## src/design/nearest_center_cluster_error_unit_assert.svh

```systemverilog
// Assertion macros for the nearest-center cluster error unit.
`ifndef NEAREST_CENTER_CLUSTER_ERROR_UNIT_ASSERT_SVH
`define NEAREST_CENTER_CLUSTER_ERROR_UNIT_ASSERT_SVH
`ifndef ASSERT_OFF
`define NCCE_ASSERT(label, clk, rst, prop) \
   label: assert property (@(posedge clk) disable iff (rst) prop) else $error("assertion failed");
`define NCCE_ASSERT_RST(label, clk, prop) \
   label: assert property (@(posedge clk) prop) else $error("assertion failed");
`else
`define NCCE_ASSERT(label, clk, rst, prop)
`define NCCE_ASSERT_RST(label, clk, prop)
`endif
`endif

```

## src/design/ncce_pkg.sv

```systemverilog
package ncce_pkg;
   localparam int MaxCenters = 16;
   localparam int MaxDims    = 4;
   localparam int CoordBits  = 16;
   localparam int CountBits  = 20;
   localparam int SlotBits   = 4;
   localparam int SumBits    = 32 + CountBits;
   localparam int DistBits   = 18;
   localparam int SqBits     = 2 * (CoordBits + 1) + 2;

   localparam logic [1:0] CSR_CENTER_COUNT = 2'd0;
   localparam logic [1:0] CSR_DIM_COUNT    = 2'd1;
   localparam logic [1:0] CSR_ALPHA        = 2'd2;

   localparam logic OP_LOAD  = 1'b0;
   localparam logic OP_POINT = 1'b1;

   typedef logic signed [CoordBits-1:0] coord_type;

   typedef struct packed {
      logic                operation;
      logic [SlotBits-1:0] center_slot;
      coord_type           coord_a;
      coord_type           coord_b;
      coord_type           coord_c;
      coord_type           coord_d;
      logic                last_point;
   } req_type;

   typedef struct packed {
      logic [SlotBits-1:0] nearest_center;
      logic [DistBits-1:0] nearest_distance;
      logic                error_valid;
      logic [31:0]         avg_error;
   } rsp_type;

   // Handshake between the top level and the power unit.
   typedef struct packed {
      logic                start;
      logic [DistBits-1:0] distance;
      logic [10:0]         alpha;
   } pow_cmd_type;

   typedef struct packed {
      logic        done;
      logic [31:0] term;
   } pow_rsp_type;
endpackage

```

## src/design/ncce_divider.sv

```systemverilog
// Restoring divider: floor(num / den) saturated to 32 bits, one quotient bit a cycle.
module ncce_divider (
   input  logic                          clock,
   input  logic                          reset,
   input  logic                          start,
   input  logic [ncce_pkg::SumBits-1:0]  num,
   input  logic [ncce_pkg::CountBits-1:0] den,
   output logic                          done,
   output logic [31:0]                   quot
);
   import ncce_pkg::*;

   logic [SumBits-1:0]   q_ff;
   logic [CountBits:0]   rem_ff;
   logic [CountBits-1:0] den_ff;
   logic [5:0]           cnt_ff;
   logic                 busy_ff;
   logic                 done_ff;
   logic [CountBits+1:0] r2_w;

   assign r2_w = {rem_ff, q_ff[SumBits-1]};
   assign done = done_ff;
   assign quot = (|q_ff[SumBits-1:32]) ? 32'hFFFF_FFFF : q_ff[31:0];

   always_ff @(posedge clock) begin
      if (reset) begin
         busy_ff <= 1'b0;
         done_ff <= 1'b0;
      end else begin
         done_ff <= 1'b0;
         if (start) begin
            q_ff    <= num;
            rem_ff  <= '0;
            den_ff  <= den;
            cnt_ff  <= '0;
            busy_ff <= 1'b1;
         end else if (busy_ff) begin
            if (r2_w >= {2'b0, den_ff}) begin
               rem_ff <= (CountBits+1)'(r2_w - {2'b0, den_ff});
               q_ff   <= {q_ff[SumBits-2:0], 1'b1};
            end else begin
               rem_ff <= r2_w[CountBits:0];
               q_ff   <= {q_ff[SumBits-2:0], 1'b0};
            end
            cnt_ff <= cnt_ff + 6'd1;
            if (cnt_ff == 6'(SumBits - 1)) begin
               busy_ff <= 1'b0;
               done_ff <= 1'b1;
            end
         end
      end
   end
endmodule

```

## config.mk

```make
export PLATFORM = sky130hd
export DESIGN_NAME = ncce_divider
export DESIGN_NICKNAME = d
export VERILOG_FILES = /design/src/design/nearest_center_cluster_error_unit_assert.svh /design/src/design/ncce_pkg.sv /design/src/design/ncce_divider.sv
export SDC_FILE = /design/constraint.sdc
export NUM_CORES = 1
export LEC_CHECK = 0
export ABC_AREA = 1
export BUFFER_PORTS_ARGS = -buffer_cell sky130_fd_sc_hd__clkbuf_2
export CORE_ASPECT_RATIO = 1.1
export CORE_MARGIN = 4
export CORE_UTILIZATION = 51
export CTS_CLUSTER_SIZE = 12
export DETAILED_ROUTE_END_ITERATION = 8
export GPL_TIMING_DRIVEN = 0
export PLACE_DENSITY = 0.77
export SYNTH_ARGS = -nofsm -noshare
export SYNTH_HDL_FRONTEND = slang
export SYNTH_SLANG_ARGS = --single-unit
```

## constraint.sdc

```tcl
create_clock -name clock -period 5.4 [get_ports clock]
set_clock_uncertainty 0.15 [all_clocks]
set_input_delay 0.54 -clock clock [delete_from_list [all_inputs] [get_ports clock]]
set_output_delay 0.54 -clock clock [all_outputs]
set_load 0.05 [all_outputs]
```

# ---- After elaboration in Yosys (flattened, before gate mapping)
# Index checks and enable logic that the tools add are counted.
dict set report totals {
  ff_bits 101
  elab_cells 28
  output_inout_bits 33
}
dict set report classes {
  n_eq_ne 1
  n_lt_le_gt_ge 1
  addsub 2
  mux 11
  n_reduce_logical 5
  bitwise_logic 2
}
# cell count
set ops {}
lappend ops {{$mux W52} 2}
lappend ops {{$mux W21} 2}
lappend ops {{$mux W32} 1}
lappend ops {{$ge A22 B20 Y1} 1}
lappend ops {{$sub A21 B20 Y21} 1}
lappend ops {{$reduce_or A20 Y1} 1}
lappend ops {{$add A6 B1 Y6 const B} 1}
lappend ops {{$eq A6 B6 Y1 const B} 1}
lappend ops {{$mux W6} 1}
lappend ops {{$mux W1} 5}
lappend ops {{$reduce_and A2 Y1} 2}
lappend ops {{$reduce_or A3 Y1} 1}
lappend ops {{$not A1 Y1} 2}
lappend ops {{$reduce_bool A2 Y1} 1}

# ---- Depth between registers and ports, before layout
dict set report logic_depth {
  depth_word 4
  depth_mapped 16
}

# ---- Worst setup path after synthesis
# No wires, ideal clock.
dict set report synth_timing {
  path_kind {input to register}
  start {in start}
  end {reg cnt_ff[0], enable pin}
  path_stages 3
  t_arrival_ns 4.764
  n_path_buf 1
  slack_ns -0.058
  setup_ns 0.545
  t_required_ns 4.705
  path_cell_list {clkbuf_1 -> inv_1 -> a21oi_1}
}
dict set report synth_via {
  elab_chain_cells 2
}
# item line_no
set synth_rtl {}
lappend synth_rtl {{start, declared} ncce_divider.sv:5} ;# input logic start,
lappend synth_rtl {{$reduce_bool A2 Y1 (no source line)} n/a}
lappend synth_rtl {{$reduce_and A2 Y1 (no source line)} n/a}
lappend synth_rtl {{end signal, assigned} ncce_divider.sv:45} ;# cnt_ff <= cnt_ff + 6'd1;
lappend synth_rtl {{end, declared} ncce_divider.sv:16} ;# logic [5:0] cnt_ff;
# Every way passes these cells.
# A chain may end at the register's enable or synchronous reset.

# ---- Worst setup path after layout
dict set report layout_timing {
  start {reg q_ff[48]}
  end {out quot[4]}
}
dict set report layout_via {
  elab_chain_cells 2
}
# item line_no
set layout_rtl {}
lappend layout_rtl {{start, declared} ncce_divider.sv:13} ;# logic [SumBits-1:0] q_ff;
lappend layout_rtl {{start signal, assigned} ncce_divider.sv:32} ;# q_ff <= num;
lappend layout_rtl {{start signal, assigned} ncce_divider.sv:40} ;# q_ff <= {q_ff[SumBits-2:0], 1'b1};
lappend layout_rtl {{start signal, assigned} ncce_divider.sv:43} ;# q_ff <= {q_ff[SumBits-2:0], 1'b0};
lappend layout_rtl {{$reduce_or A20 Y1} ncce_divider.sv:23} ;# assign quot = (|q_ff[SumBits-1:32]) ? 32'hFFFF_FFFF : q_ff[31:0];
lappend layout_rtl {{$mux W32} ncce_divider.sv:23}
lappend layout_rtl {{end, declared} ncce_divider.sv:9} ;# output logic [31:0] quot
# Every way passes these cells.

==> impl_metrics.csv <==
group,metric,value,unit
sta,finalSetupTns,0,ns
routing,routedWlPerCell,13.77,um
setup_path,r2r_slack,2.76,ns
grt,antenna_found_initial,0,
sta,rsz0062_at_grt,"false",
min_path,hold_path.class,"in -> reg",
routing,vias,5008,
min_path,whs_path_depth,1,
layout,diodes,0,
die,initial_core_util,0.5264,
sta,finalSetupViolCount,0,
placed_design,numPlacedInstances,1003,
layout,final_cell_mix,"nand2_1, inv_1, clkbuf_2",
clocking,postCtsHoldBufs,0,
setup_path,max_stage_delay,0.89,ns
sta,fin_ws,2.054,ns
die,pin_count,108,
placed_design,dp_hpwl,10980,um
yosys,async_reset_ff_frac,0,
die,die-height,122.5,um
job,max_cap_viol_count,0,
placed_design,placed_cell_area,0.006898,mm2
power_and_ir_drop,leakage,3.425,nW
setup_path,reg2reg_to,"rem_ff[8]$_SDFFCE_PP0P_",
yosys,synth_top_cell_by_area,"edfxtp_1",
yosys,syn_avg_cell_area,8.177,um2
layout,final_common_cell,"nand2_1",
setup_path,crit_path_max_fanout,10,
clocking,cts_tree,"yes",
min_path,min_to,"den_ff[14]$_DFFE_PP_",
sta,hold_viol_final,0,
setup_path,crit_slowest_cell,"nor4_1",
clocking,cts.sinks,101,
yosys,ys_seq_elements,101,
grt,grt_remaining_overflow,0,
sta,period_minus_slack,3.346,ns
routing,route.detailed.drc,0,
placed_design,dpl_worst_slack,2.521,ns
power_and_ir_drop,cellPowerDensity,284.6,mW/mm2
setup_path,cp.required,4.71,ns
grt,grt_max_degree,32,
min_path,hp-start,"den[14]",
routing,wirelength,14030,um
routing,dr.pass1.iters,4,
yosys,synthCells,743,
die,coreArea,0.01154,mm2
layout,fin_cells,1019,
layout,areaGrowthSynthToFinish,18.04,%
setup_path,crit_path_start_kind,"flop",
setup_path,cp-end-kind,"output port",
sta,relSlewSlack,0.2590,
layout,drive_above_1_share,0.1945,
power_and_ir_drop,finalPower,2.041,mW
sta,finalCritPeriodShare,0.6197,
yosys,yosysUniqueCellTypes,36,
routing,via_per_inst,4.915,
setup_path,path_class,"reg -> out",
sta,fmax,298.8,MHz
yosys,yosysSeqAreaShare,0.4959,
die,core.rowCount,41,
clocking,cts_max_path_buffers,2,
sta,worst_pin_slew,1.101,ns
yosys,synth_edf_count,99,
layout,finalNetCount,961,
clocking,cts_buffers,9,
clocking,clk_pin_slew_worst_paths,0.07,ns
run_status,outcome,"finished clean",
yosys,synth_fp_nets,840,
clocking,cts-root-buf,"clkbuf_16",
placed_design,place.gp.congestion,0.8755,
yosys,synth_area_leaders,"edfxtp_1, nand2_1, inv_1",
setup_path,cp.arrival,2.66,ns
die,die_w,112.1,um
sta,whs,0.2071,ns
layout,fin_area,0.007172,mm2
clocking,clkLatencyLatePin,0.36,ns
placed_design,io_buffer_count,106,
grt,grt_first_pass_wirelength,23270,um
sta,drv_slew,0,
routing,drtIter0Drc,256,
clocking,post-cts-setup-buffer-count,0,
yosys,yosysWarningCount,0,
setup_path,r2r_start,"q_ff[51]$_DFFE_PP_",
yosys,syn_area,0.006076,mm2
die,die-area,0.01373,mm2
yosys,ys.flop_type,"edfxtp_1",
clocking,cts_resized,0,
grt,first_global_vias,5078,
routing,ant_nets,0,
yosys,yosys.area.top_type_share,0.4893,
layout,final_util,0.6214,
setup_path,reg2regPathDepth,15,
clocking,ctsHtreeMaxLevel,3,
grt,track_usage,0.2117,
power_and_ir_drop,peakVddDrop,0.0001910,V
setup_path,path_cells,"inv_1 -> nand2_1 -> nor4_1 -> clkbuf_1 -> nand3_1 -> clkbuf_2",
[power breakdown]
group	total, mW	switching, mW	internal (mW)
registers	0.961	0.0238	0.938
logic	0.464	0.293	0.172
clock network	0.615	0.296	0.319
total	2.04	0.613	1.43
[cell families after synthesis]
kind of cell | after synthesis | synth area share
fa+ha+maj | 22 | 0.04654
compound gates | 78 | 0.06693
buf+inv | 162 | 0.1046
xor+xnor | 8 | 0.01153
flops | 101 | 0.4959
simple gates | 372 | 0.2745
[critical path: cells and delay by family (launching register included)]
family	cells	cell delay [ns]
AND/OR/NAND/NOR	3	1.13
flip-flops	1	0.36
buffers and inverters	3	0.81
[worst max path at each step]
stage	start	to	slack, ns	cells past startpoint
2_1_floorplan	start	cnt_ff[0]$_SDFFCE_PP0P_	1.53	3
3_3_place_gp	start	rem_ff[4]$_SDFFCE_PP0P_	0.21	3
3_5_place_dp	q_ff[48]$_DFFE_PP_	quot[4]	2.52	6
4_1_cts	q_ff[46]$_DFFE_PP_	quot[4]	2.13	6
5_1_grt	q_ff[33]$_DFFE_PP_	quot[4]	1.91	6
6_report	q_ff[48]$_DFFE_PP_	quot[4]	2.05	6
[Yosys cell counts (2+ instances only)]
master,instances
a21oi_1,18
a21oi_2,2
buf_2,2
buf_6,3
clkbuf_1,17
dfxtp_1,2
edfxtp_1,99
ha_1,21
inv_1,134
inv_2,4
nand2_1,210
nand2_2,10
nand3_1,53
nand3b_1,8
nand4_1,5
nor2_1,57
nor2_2,10
nor2_4,4
nor3_1,2
nor4_1,5
o21ai_0,45
o21ai_1,11
xor2_1,8
[layout make-up]
cell class              count  area, um2
clock inverters             5      41.29
fillers                  1035       4370
plain buffers              23      111.4
repair buffers            110      620.6
clock buffers              11      232.7
inverters                 139      524.3
multi-input cells         480       2441
well taps                 150      187.7
flip-flops and latches    101       3013
[state kept, by name, summed over array words and instances (netlist names)]
register,count
done,1
q_ff,52
den_ff,20
cnt_ff,6
busy_ff,1
rem_ff,21
[layer usage]
| layer | wire length [um] | vias to the layer above | global-route usage |
|---|---|---|---|
| met5 | 0 | - | 0 |
| met4 | 159 | 0 | 0.05409 |
| met3 | 891 | 16 | 0.06213 |
| met2 | 6918 | 115 | 0.3767 |
| met1 | 6058 | 2260 | 0.2534 |
| li1 | - | 2617 | - |
No activity file was read; power rests on OpenSTA's default activity.
